## config.mk

```make
export PLATFORM = sky130hd
export DESIGN_NAME = lru_key_value_cache_flat
export DESIGN_NICKNAME = d
export VERILOG_FILES = /design/src/rtl/lkv_pkg.sv /design/src/rtl/lkv_channels.sv /design/src/rtl/lkv_cell.sv /design/src/rtl/lru_key_value_cache.sv /design/src/flat_wrapper.sv
export SDC_FILE = /design/constraint.sdc
export NUM_CORES = 1
export LEC_CHECK = 0
export BUFFER_PORTS_ARGS = -buffer_cell sky130_fd_sc_hd__buf_2
export CELL_PAD_IN_SITES_DETAIL_PLACEMENT = 0
export CELL_PAD_IN_SITES_GLOBAL_PLACEMENT = 1
export CORE_MARGIN = 5
export CORE_UTILIZATION = 51
export DETAILED_ROUTE_END_ITERATION = 6
export PLACE_DENSITY = 0.83
export SLEW_MARGIN = 20
export SYNTH_ARGS = -nofsm -noshare
export SYNTH_HDL_FRONTEND = slang
export SYNTH_HIERARCHICAL = 1
export SYNTH_SLANG_ARGS = --single-unit
```

## constraint.sdc

```tcl
create_clock -name clk -period 9.4 [get_ports clk]
set_input_delay 0 -clock clk [delete_from_list [all_inputs] [get_ports clk]]
set_output_delay 0 -clock clk [all_outputs]
set_load 0.02 [all_outputs]
```

## src/rtl/lkv_pkg.sv

```systemverilog
// Shared types and constants for the LRU key/value cache.
package lkv_pkg;

    // Widths of the channel fields, fixed by the port definition.
    localparam int unsigned FIELD_W = 32;
    localparam int unsigned CAP_W   = 4;

    // Defaults for the top-level parameters.
    localparam int unsigned DEF_MAX_ENTRIES = 8;
    localparam int unsigned DEF_KEY_BITS    = 32;
    localparam int unsigned DEF_VALUE_BITS  = 32;

    // Capacity register value after reset.
    localparam logic [CAP_W-1:0] CAPACITY_RESET = 4'd8;

    // Operation codes carried on the request channel.
    localparam logic OP_GET = 1'b0;
    localparam logic OP_PUT = 1'b1;

    // Which cell an update targets.
    typedef enum logic [1:0] {
        SEL_HIT  = 2'd0,
        SEL_LRU  = 2'd1,
        SEL_FREE = 2'd2
    } lkv_sel_t;

    // Update command broadcast from the top level to every cell.
    typedef struct packed {
        logic     update;
        logic     write_kv;
        logic     age_all;
        lkv_sel_t sel;
    } lkv_cmd_t;

endpackage

```

## src/rtl/lkv_channels.sv

```systemverilog
// Handshake interfaces for the request, response and configuration channels.
interface lkv_req_if;
    import lkv_pkg::*;
    logic               valid;
    logic               ready;
    logic               operation;
    logic [FIELD_W-1:0] lookup_key;
    logic [FIELD_W-1:0] write_value;

    modport source (output valid, output operation, output lookup_key, output write_value,
                    input ready);
    modport sink   (input valid, input operation, input lookup_key, input write_value,
                    output ready);
endinterface

interface lkv_rsp_if;
    import lkv_pkg::*;
    logic               valid;
    logic               ready;
    logic               hit;
    logic [FIELD_W-1:0] read_value;
    logic               evicted;
    logic [FIELD_W-1:0] evicted_key;
    logic [FIELD_W-1:0] evicted_value;

    modport source (output valid, output hit, output read_value, output evicted,
                    output evicted_key, output evicted_value, input ready);
    modport sink   (input valid, input hit, input read_value, input evicted,
                    input evicted_key, input evicted_value, output ready);
endinterface

interface lkv_cfg_if;
    import lkv_pkg::*;
    logic             valid;
    logic             ready;
    logic [CAP_W-1:0] wdata;

    modport source (output valid, output wdata, input ready);
    modport sink   (input valid, input wdata, output ready);
endinterface

```

## src/rtl/lkv_cell.sv

```systemverilog
// One cache cell: holds an entry and passes lookup results to its neighbor.
module lkv_cell #(
    parameter int unsigned KEY_BITS   = lkv_pkg::DEF_KEY_BITS,
    parameter int unsigned VALUE_BITS = lkv_pkg::DEF_VALUE_BITS,
    parameter int unsigned RANK_W     = 3
) (
    input  logic                  clk,
    input  logic                  rst_n,
    input  lkv_pkg::lkv_cmd_t     cmd,
    input  logic [KEY_BITS-1:0]   lookup_key,
    input  logic [VALUE_BITS-1:0] write_value,
    input  logic [RANK_W-1:0]     old_rank,
    input  logic [RANK_W-1:0]     lru_rank,
    input  logic                  found_in,
    input  logic                  free_in,
    input  logic [VALUE_BITS-1:0] hit_value_in,
    input  logic [RANK_W-1:0]     hit_rank_in,
    input  logic [KEY_BITS-1:0]   lru_key_in,
    input  logic [VALUE_BITS-1:0] lru_value_in,
    output logic                  found_out,
    output logic                  free_out,
    output logic [VALUE_BITS-1:0] hit_value_out,
    output logic [RANK_W-1:0]     hit_rank_out,
    output logic [KEY_BITS-1:0]   lru_key_out,
    output logic [VALUE_BITS-1:0] lru_value_out
);
    import lkv_pkg::*;

    logic                  valid_reg, valid_next;
    logic [RANK_W-1:0]     rank_reg, rank_next;
    logic [KEY_BITS-1:0]   key_reg, key_next;
    logic [VALUE_BITS-1:0] value_reg, value_next;

    logic hit_here;
    logic lru_here;
    logic free_here;
    logic target;

    // The first matching cell and the first free cell win; the chain masks the rest.
    assign hit_here  = valid_reg && (key_reg == lookup_key) && !found_in;
    assign lru_here  = valid_reg && (rank_reg == lru_rank);
    assign free_here = !valid_reg && !free_in;

    assign found_out     = found_in || hit_here;
    assign free_out      = free_in || !valid_reg;
    assign hit_value_out = hit_value_in | (hit_here ? value_reg : '0);
    assign hit_rank_out  = hit_rank_in | (hit_here ? rank_reg : '0);
    assign lru_key_out   = lru_key_in | (lru_here ? key_reg : '0);
    assign lru_value_out = lru_value_in | (lru_here ? value_reg : '0);

    always_comb
    begin
        case (cmd.sel)
            SEL_HIT:  target = hit_here;
            SEL_LRU:  target = lru_here;
            SEL_FREE: target = free_here;
            default:  target = 1'b0;
        endcase
    end

    always_comb
    begin
        valid_next = valid_reg;
        rank_next  = rank_reg;
        key_next   = key_reg;
        value_next = value_reg;
        if (cmd.update)
        begin
            if (target)
            begin
                valid_next = 1'b1;
                rank_next  = '0;
                if (cmd.write_kv)
                begin
                    key_next   = lookup_key;
                    value_next = write_value;
                end
            end
            else if (valid_reg && (cmd.age_all || (rank_reg < old_rank)))
            begin
                rank_next = rank_reg + 1'b1;
            end
        end
    end

    always_ff @(posedge clk or negedge rst_n)
    begin
        if (!rst_n)
        begin
            valid_reg <= 1'b0;
            rank_reg  <= '0;
        end
        else
        begin
            valid_reg <= valid_next;
            rank_reg  <= rank_next;
        end
    end

    always_ff @(posedge clk)
    begin
        key_reg   <= key_next;
        value_reg <= value_next;
    end

endmodule

```

## src/rtl/lru_key_value_cache.sv

```systemverilog
// Top level of the fully associative key/value cache with LRU replacement.
//
//  Channel   Dir  Handshake      Payload
//  --------  ---  -------------  -----------------------------------------------
//  request   in   valid/ready    operation, lookup_key, write_value
//  response  out  valid/ready    hit, read_value, evicted, evicted_key, evicted_value
//  cfg       in   valid/ready    wdata (capacity, 4 bits)
//
//  Each request beat is resolved in the cycle it is accepted: the cell row
//  compares the key in every cell and updates the ranks at that clock edge,
//  and the result lands in the response register. One beat per cycle is
//  sustained while the response side keeps taking beats.
//  Reset empties every cell and sets the capacity to eight; no clearing pass.
//  While a response beat is stalled, request.ready stays low, so the block
//  holds at most one beat.
module lru_key_value_cache #(
    parameter int unsigned MAX_ENTRIES = lkv_pkg::DEF_MAX_ENTRIES,
    parameter int unsigned KEY_BITS    = lkv_pkg::DEF_KEY_BITS,
    parameter int unsigned VALUE_BITS  = lkv_pkg::DEF_VALUE_BITS
) (
    input logic       clk,
    input logic       rst_n,
    lkv_req_if.sink   request,
    lkv_rsp_if.source response,
    lkv_cfg_if.sink   cfg
);
    import lkv_pkg::*;

    // Rank needs to index every entry; the fill count must also hold MAX_ENTRIES.
    localparam int unsigned RANK_W = (MAX_ENTRIES > 1) ? $clog2(MAX_ENTRIES) : 1;
    localparam int unsigned CNT_W  = $clog2(MAX_ENTRIES + 1);
    localparam int unsigned CMP_W  = (CNT_W > CAP_W) ? CNT_W : CAP_W;

    // Config register: the user writes only while the block is idle; not enforced.
    logic [CAP_W-1:0] capacity_reg;

    assign cfg.ready = 1'b1;

    always_ff @(posedge clk or negedge rst_n)
    begin
        if (!rst_n)
        begin
            capacity_reg <= CAPACITY_RESET;
        end
        else if (cfg.valid)
        begin
            capacity_reg <= cfg.wdata;
        end
    end

    // Effective capacity: zero acts as one and values past the cell count saturate.
    logic [CMP_W-1:0] cap_ext;
    logic [CMP_W-1:0] eff_cap;
    logic [CNT_W-1:0] occupancy_reg, occupancy_next;
    logic             full;

    assign cap_ext = CMP_W'(capacity_reg);

    always_comb
    begin
        if (cap_ext == '0)
        begin
            eff_cap = CMP_W'(1);
        end
        else if (cap_ext > CMP_W'(MAX_ENTRIES))
        begin
            eff_cap = CMP_W'(MAX_ENTRIES);
        end
        else
        begin
            eff_cap = cap_ext;
        end
    end

    assign full = CMP_W'(occupancy_reg) >= eff_cap;

    // Handshake: a response register separates the two sides.
    logic accept;
    logic rsp_valid_reg;

    assign request.ready = !rsp_valid_reg || response.ready;
    assign accept        = request.valid && request.ready;

    // Request payload brought to the storage widths.
    logic [KEY_BITS-1:0]   req_key;
    logic [VALUE_BITS-1:0] req_value;
    logic                  is_put;

    assign req_key   = KEY_BITS'(request.lookup_key);
    assign req_value = VALUE_BITS'(request.write_value);
    assign is_put    = (request.operation == OP_PUT);

    // Chain wires between neighboring cells; index 0 feeds the first cell.
    logic                  found_c     [MAX_ENTRIES+1];
    logic                  free_c      [MAX_ENTRIES+1];
    logic [VALUE_BITS-1:0] hit_value_c [MAX_ENTRIES+1];
    logic [RANK_W-1:0]     hit_rank_c  [MAX_ENTRIES+1];
    logic [KEY_BITS-1:0]   lru_key_c   [MAX_ENTRIES+1];
    logic [VALUE_BITS-1:0] lru_value_c [MAX_ENTRIES+1];

    assign found_c[0]     = 1'b0;
    assign free_c[0]      = 1'b0;
    assign hit_value_c[0] = '0;
    assign hit_rank_c[0]  = '0;
    assign lru_key_c[0]   = '0;
    assign lru_value_c[0] = '0;

    // The least recent entry holds rank occupancy-1, since valid ranks are dense.
    logic [RANK_W-1:0] lru_rank;
    logic [RANK_W-1:0] old_rank;
    lkv_cmd_t          cmd;
    logic              any_hit;

    assign lru_rank = RANK_W'(occupancy_reg - 1'b1);
    assign any_hit  = found_c[MAX_ENTRIES];

    // Decide the update from the chain results and broadcast it to every cell.
    always_comb
    begin
        cmd.update     = 1'b0;
        cmd.write_kv   = 1'b0;
        cmd.age_all    = 1'b0;
        cmd.sel        = SEL_HIT;
        old_rank       = hit_rank_c[MAX_ENTRIES];
        occupancy_next = occupancy_reg;
        if (any_hit)
        begin
            // Hit: move the entry to the front, a put also rewrites its value.
            cmd.update   = accept;
            cmd.write_kv = is_put;
        end
        else if (is_put)
        begin
            cmd.update   = accept;
            cmd.write_kv = 1'b1;
            if (full)
            begin
                // Miss on a full store: reuse the slot of the least recent entry.
                cmd.sel  = SEL_LRU;
                old_rank = lru_rank;
            end
            else
            begin
                // Miss with room left: fill the lowest free cell, all others age.
                cmd.sel     = SEL_FREE;
                cmd.age_all = 1'b1;
                if (accept)
                begin
                    occupancy_next = occupancy_reg + 1'b1;
                end
            end
        end
    end

    for (genvar i = 0; i < MAX_ENTRIES; i++)
    begin : g_cell
        lkv_cell #(
            .KEY_BITS   (KEY_BITS),
            .VALUE_BITS (VALUE_BITS),
            .RANK_W     (RANK_W)
        ) u_cell (
            .clk           (clk),
            .rst_n         (rst_n),
            .cmd           (cmd),
            .lookup_key    (req_key),
            .write_value   (req_value),
            .old_rank      (old_rank),
            .lru_rank      (lru_rank),
            .found_in      (found_c[i]),
            .free_in       (free_c[i]),
            .hit_value_in  (hit_value_c[i]),
            .hit_rank_in   (hit_rank_c[i]),
            .lru_key_in    (lru_key_c[i]),
            .lru_value_in  (lru_value_c[i]),
            .found_out     (found_c[i+1]),
            .free_out      (free_c[i+1]),
            .hit_value_out (hit_value_c[i+1]),
            .hit_rank_out  (hit_rank_c[i+1]),
            .lru_key_out   (lru_key_c[i+1]),
            .lru_value_out (lru_value_c[i+1])
        );
    end

    // The fill count never exceeds the number of cells, so it is a plain counter.
    always_ff @(posedge clk or negedge rst_n)
    begin
        if (!rst_n)
        begin
            occupancy_reg <= '0;
        end
        else
        begin
            occupancy_reg <= occupancy_next;
        end
    end

    // Response register. Fields that do not apply to this beat read as zero.
    logic               hit_reg;
    logic [FIELD_W-1:0] read_value_reg;
    logic               evicted_reg;
    logic [FIELD_W-1:0] evicted_key_reg;
    logic [FIELD_W-1:0] evicted_value_reg;
    logic               evict_now;

    assign evict_now = is_put && !any_hit && full;

    always_ff @(posedge clk or negedge rst_n)
    begin
        if (!rst_n)
        begin
            rsp_valid_reg <= 1'b0;
        end
        else if (accept)
        begin
            rsp_valid_reg <= 1'b1;
        end
        else if (response.ready)
        begin
            rsp_valid_reg <= 1'b0;
        end
    end

    always_ff @(posedge clk)
    begin
        if (accept)
        begin
            hit_reg           <= any_hit;
            read_value_reg    <= (any_hit && !is_put)
                                 ? FIELD_W'(hit_value_c[MAX_ENTRIES]) : '0;
            evicted_reg       <= evict_now;
            evicted_key_reg   <= evict_now ? FIELD_W'(lru_key_c[MAX_ENTRIES]) : '0;
            evicted_value_reg <= evict_now ? FIELD_W'(lru_value_c[MAX_ENTRIES]) : '0;
        end
    end

    assign response.valid         = rsp_valid_reg;
    assign response.hit           = hit_reg;
    assign response.read_value    = read_value_reg;
    assign response.evicted       = evicted_reg;
    assign response.evicted_key   = evicted_key_reg;
    assign response.evicted_value = evicted_value_reg;

endmodule
```

## src/flat_wrapper.sv

```systemverilog
// flat-port wrapper written by rule: the top's interface ports become plain ports
module lru_key_value_cache_flat import lkv_pkg::*;
#(
    parameter int unsigned MAX_ENTRIES = lkv_pkg::DEF_MAX_ENTRIES,
    parameter int unsigned KEY_BITS    = lkv_pkg::DEF_KEY_BITS,
    parameter int unsigned VALUE_BITS  = lkv_pkg::DEF_VALUE_BITS
)
  (clk, rst_n, request_valid, request_operation, request_lookup_key, request_write_value, request_ready, response_valid, response_hit, response_read_value, response_evicted, response_evicted_key, response_evicted_value, response_ready, cfg_valid, cfg_wdata, cfg_ready);
  lkv_req_if request_i ();
  lkv_rsp_if response_i ();
  lkv_cfg_if cfg_i ();
  input logic clk;
  input logic rst_n;
  input wire logic [$bits(request_i.valid)-1:0] request_valid;
  input wire logic [$bits(request_i.operation)-1:0] request_operation;
  input wire logic [$bits(request_i.lookup_key)-1:0] request_lookup_key;
  input wire logic [$bits(request_i.write_value)-1:0] request_write_value;
  output wire logic [$bits(request_i.ready)-1:0] request_ready;
  output wire logic [$bits(response_i.valid)-1:0] response_valid;
  output wire logic [$bits(response_i.hit)-1:0] response_hit;
  output wire logic [$bits(response_i.read_value)-1:0] response_read_value;
  output wire logic [$bits(response_i.evicted)-1:0] response_evicted;
  output wire logic [$bits(response_i.evicted_key)-1:0] response_evicted_key;
  output wire logic [$bits(response_i.evicted_value)-1:0] response_evicted_value;
  input wire logic [$bits(response_i.ready)-1:0] response_ready;
  input wire logic [$bits(cfg_i.valid)-1:0] cfg_valid;
  input wire logic [$bits(cfg_i.wdata)-1:0] cfg_wdata;
  output wire logic [$bits(cfg_i.ready)-1:0] cfg_ready;
  assign request_i.valid = request_valid;
  assign request_i.operation = request_operation;
  assign request_i.lookup_key = request_lookup_key;
  assign request_i.write_value = request_write_value;
  assign request_ready = request_i.ready;
  assign response_valid = response_i.valid;
  assign response_hit = response_i.hit;
  assign response_read_value = response_i.read_value;
  assign response_evicted = response_i.evicted;
  assign response_evicted_key = response_i.evicted_key;
  assign response_evicted_value = response_i.evicted_value;
  assign response_i.ready = response_ready;
  assign cfg_i.valid = cfg_valid;
  assign cfg_i.wdata = cfg_wdata;
  assign cfg_ready = cfg_i.ready;
  lru_key_value_cache #(.MAX_ENTRIES(MAX_ENTRIES), .KEY_BITS(KEY_BITS), .VALUE_BITS(VALUE_BITS)) u_core (.clk(clk), .rst_n(rst_n), .request(request_i), .response(response_i), .cfg(cfg_i));
endmodule
```

# Yosys cells after proc, flatten, opt, wreduce, memory -nomap -nowiden
# Index checks and enable logic that the tools add are counted.
[totals]
mem_count = 0
output_inout_bits = 101
word_cells = 300
latch_bits = 0
in_bits = 74
rom_bits = 0
ramBits = 0
register_bits = 651
[classes]
muxes = 68
n_lt_le_gt_ge = 10
div = 0
reduce_logical = 124
multipliers = 0
bitwise_logic = 30
shifts = 0
addsub = 10
n_eq_ne = 18
[op_table]
columns = ["cell", "n"]
rows = [
  ["$mux W32", 24],
  ["$or A32 B32 Y32", 21],
  ["$eq A32 B32 Y1", 8],
  ["$mux W3", 28],
  ["$logic_and A1 B1 Y1", 42],
  ["$reduce_and A2 Y1", 16],
  ["$add A3 B1 Y3 const B", 8],
  ["$eq A3 B3 Y1", 8],
  ["$logic_not A1 Y1", 24],
  ["$lt A3 B3 Y1", 8],
  ["$pmux W1 S3", 8],
  ["$reduce_and A3 Y1", 8],
  ["$logic_or A1 B1 Y1", 22],
  ["$or A3 B3 Y3", 7],
  ["$reduce_bool A2 Y1", 9],
  ["$mux W4", 2],
  ["$mux W5", 1],
  ["$add A4 B1 Y4 const B", 1],
  ["$ge A4 B4 Y1", 1],
  ["$gt A4 B4 Y1 const B", 1],
  ["$logic_not A4 Y1", 1],
  ["$mux W2", 2],
  ["$reduce_and A4 Y1", 1],
  ["$mux W1", 3],
  ["5 further kinds", 6],
]

# Depth between registers and ports, before layout
[depth]
word_depth = 32
depth_mapped = 23
depth_no_buf = 22

# Modules after synthesis
# The synthesis kept the hierarchy.
[by_module_without_submodules]
columns = ["module", "cells_each", "n_inst", "area_per_inst_um2"]
rows = [
  ["lkv_cell at u_core.g_cell[1].u_cell ...", 270, 7, 3499.6],
  ["lru_key_value_cache", 265, 1, 4202.8],
  ["lkv_cell at u_core.g_cell[0].u_cell", 266, 1, 3444.6],
]

# Worst setup path before layout
# OpenSTA, ideal clock, no wires.
[synth_timing]
kind = "reg2reg"
start = "register u_core.g_cell[0].u_cell.key_reg[4]"
end = "register u_core.g_cell[0].u_cell.key_reg[0], enable pin"
path_stages_with_launch = 20
required_ps = 8971
arrival_time_ps = 6793
slack_ps = 2178
cell_sequence = "edfxtp_1 > or2b_1 > o2111ai_1 > nor4_1 > nand4_1 > or2b_1 > or2b_1 > or2b_1 > or2b_1 > or2b_1 > or2b_1 > or2b_1 > or2b_1 > or2b_2 > nor2_1 > inv_1 > nor4_1 > a31oi_1 > o21ai_0 > and3_1"
[synth_lines]
columns = ["element", "line", "text"]
rows = [
  ["from (decl)", "lkv_cell.sv:31", "logic [KEY_BITS-1:0] key_reg, key_next;"],
  ["from (signal assigned)", "lkv_cell.sv:102", "key_reg <= key_next;"],
]

==> key figures <==
STA
  – Maximum clock rate: 0.140 GHz
  – Period minus WS final: 7150 ps
  – Final setup vio count: 0
  – Pins Over Slew Limit: 0
  – Setup tns final: 0 ps
  – Slew @ Worst Pin: 1170 ps
  – Fin crit share: 76.1%
  – Slew headroom: a little over a fifth
  – Clock Skews: ~32 ps
  – RSZ-0062 raised after global routing: no
  – Final hold violations: 0

Drt
  – WL/cell: 22.7 um
  – WL final: between 80 and 90 mm
  – DRT antenna net count: 0
  – Vias/cell: just under 6
  – First DRT Iteration DRCs: about 1700
  – Vias: roughly 21000
  – DRC violations left: 0
  – Drt first pass iters: 5

Pwr
  – NetSw: around 1.9 mW
  – Pint: ~5.3 mW
  – Total Power: just over 7 mW
  – Reg power frac: 45.8%
  – Sw frac: between 20% and 30%
  – VDD IR-drop max: between 0.15 and 0.2 mV
  – P per Cell Area: 194 mW/mm^2
  – Clock Power Share: a little under two fifths
  – P_leak: between 15 and 20 nW
  – Comb pwr share: approximately 17%

CTS
  – CTS Root Cell: clkbuf_16
  – Total CTS buffers: 70
  – Post CTS Setup Buffer Count: 0
  – Longest Clk Path Bufs: 3
  – Skew-Pair Late Insertion Delay: roughly 620 ps
  – Reg clk slew, reported paths: roughly 60 ps
  – CTS Sinks: about 650
  – Htree depth: 3
  – CTS tree: yes

Place
  – Post-DP HPWL: 53.0 mm
  – GPL Wtd Cong: between 0.8 and 0.9
  – Post-Place Cell Area: 0.0343 mm^2
  – Post-Place Cells: 3486
  – Port bufs: 173

Finish
  – Final Util: slightly below 60%
  – Commonest non-fill, non-tap cell in the layout: a21o_1
  – Commonest non-fill, non-tap cells in the layout: 772 x a21o_1, 610 x edfxtp_1, 195 x xnor2_1
  – Number of fill cells in the layout: 5013
  – Cell area after layout: around 0.037 mm^2
  – Layout Cells excl Fill: around 3700
  – Layout cells sized above 1: 14.0%
  – Fin nets: between 2000 and 3000
  – Area growth syn-to-layout: 16.1%

Synth
  – YS warnings: 6
  – Syn avg cell area: 13.3 um^2
  – Cells after Synth: 2420
  – Mapped Area: 0.0321 mm^2

Setup path
  – Critical Path Most Common Cell: or2b_1
  – Worst setup SP type: flip-flop
  – Critical path arrival: around 7400 ps
  – CP Class: flip-flop to flip-flop
  – Worst-path cell chain: or2b_1 -> o2111ai_1 -> nor4_1 -> nand4_1 -> or2b_1 -> or2b_1 -> or2b_1 -> or2b_1 -> or2b_1 -> or2b_1 -> or2b_1 -> or2b_1 -> or2b_2 -> nor2b_4 -> buf_4 -> a31oi_1 -> nand2_1 -> and3_2 -> buf_12
  – Worst Path Max Fanout: 34
  – CP Capture Type: flip-flop
  – R2r worst-path depth: 19
  – Critical path's slowest cell: and3_2
  – Worst Path Buf+Inv: 2
  – Crit path depth: 19
  – Max incr delay on CP: 870 ps
  – Worst path top cell family by delay: simple AND/OR/NAND/NOR gates
  – Critical Path RT: 9670 ps

Global routing
  – Global-route wire length before repair: 128 mm
  – Largest net degree at the start of global routing: 66
  – Total GRT Usage: about a quarter
  – Vias in the first global route: roughly 22000
  – Initial antenna violation count: 3
  – Total gr overflow: 0

Outcome
  – Status: completed

Die
  – Num rows: 92
  – Total core area: about 0.063 mm^2
  – Die ar.: ~0.07 mm^2
  – Width of the die: about 260 um
  – Starting Density: about half
  – Die height: 261 um
  – IO Pins: 175

Flow run
  – Max Cap Viol: 0

Min path
  – Hold Path Class: input pin to flip-flop
  – Hold Path Depth: 5
## tightest hold or removal path: stages
cell	delay (ps)
buf_2	90
nand2b_1	190
nand4b_1	170
nor3_1	70
xor2_1	120
## layout make-up
cell class              instances  area (um^2)  area share (%)
diodes                          2         5.00          0.0134
clock buffers                  94         1900            5.10
clock inverters                34          334           0.896
inverters                      94          355           0.953
multi-input cells            1687        12400            33.1
flip-flops and latches        651        19300            51.9
well taps                     846         1060            2.84
repair buffers                283         1940            5.21
## power groups by stage
| stage | Combinational (mW) | Clock (mW) | Sequential, mW |
|---|---|---|---|
| floorplan | 0.786 | 0 | 3.40 |
| global placement | 1.17 | 0 | 3.36 |
| detailed placement | 1.19 | 0 | 3.37 |
| CTS | 1.23 | 2.75 | 3.31 |
| global route | 1.33 | 2.87 | 3.31 |
| finish | 1.22 | 2.69 | 3.31 |
## worst paths after layout
path | startpoint | endpoint | slack [ps]
worst max-delay path | u_core/g_cell[0].u_cell/key_reg[4] | u_core/g_cell[4].u_cell/key_reg[13] | 2250
worst min-delay path | response_ready | u_core/occupancy_reg[2] | 100
worst max register to register | u_core/g_cell[0].u_cell/key_reg[4] | u_core/g_cell[4].u_cell/key_reg[13] | 2250
worst min register to register | u_core/occupancy_reg[3] | u_core/occupancy_reg[3] | 480
max in group asynchronous | rst_n | u_core/g_cell[7].u_cell/valid_reg | 8660
min in group asynchronous | rst_n | u_core/g_cell[5].u_cell/rank_reg[0] | 110
## stage by stage
stage          hold WS (ps)  setup slack, ps
2_1_floorplan          -296             2180
3_3_place_gp            198             2510
3_5_place_dp            218             2340
4_1_cts                81.1             2290
5_1_grt                 135             1870
6_report                104             2250
## layer usage
| metal | vias up | GRT usage (%) | wire [um] |
|---|---|---|---|
| met2 | 693 | 40.4 | 41000 |
| li1 | 9766 | - | - |
| met5 | - | 0 | 0 |
| met4 | 0 | 8.18 | 2360 |
| met1 | 10805 | 33.1 | 35800 |
| met3 | 146 | 3.33 | 4860 |
## what timing repair did
item                      4_1_cts  5_1_grt
hold buffers                   73        0
resized for setup               0        0
hold endpoints to repair      561        0
Power figures use the tool's default switching activity.
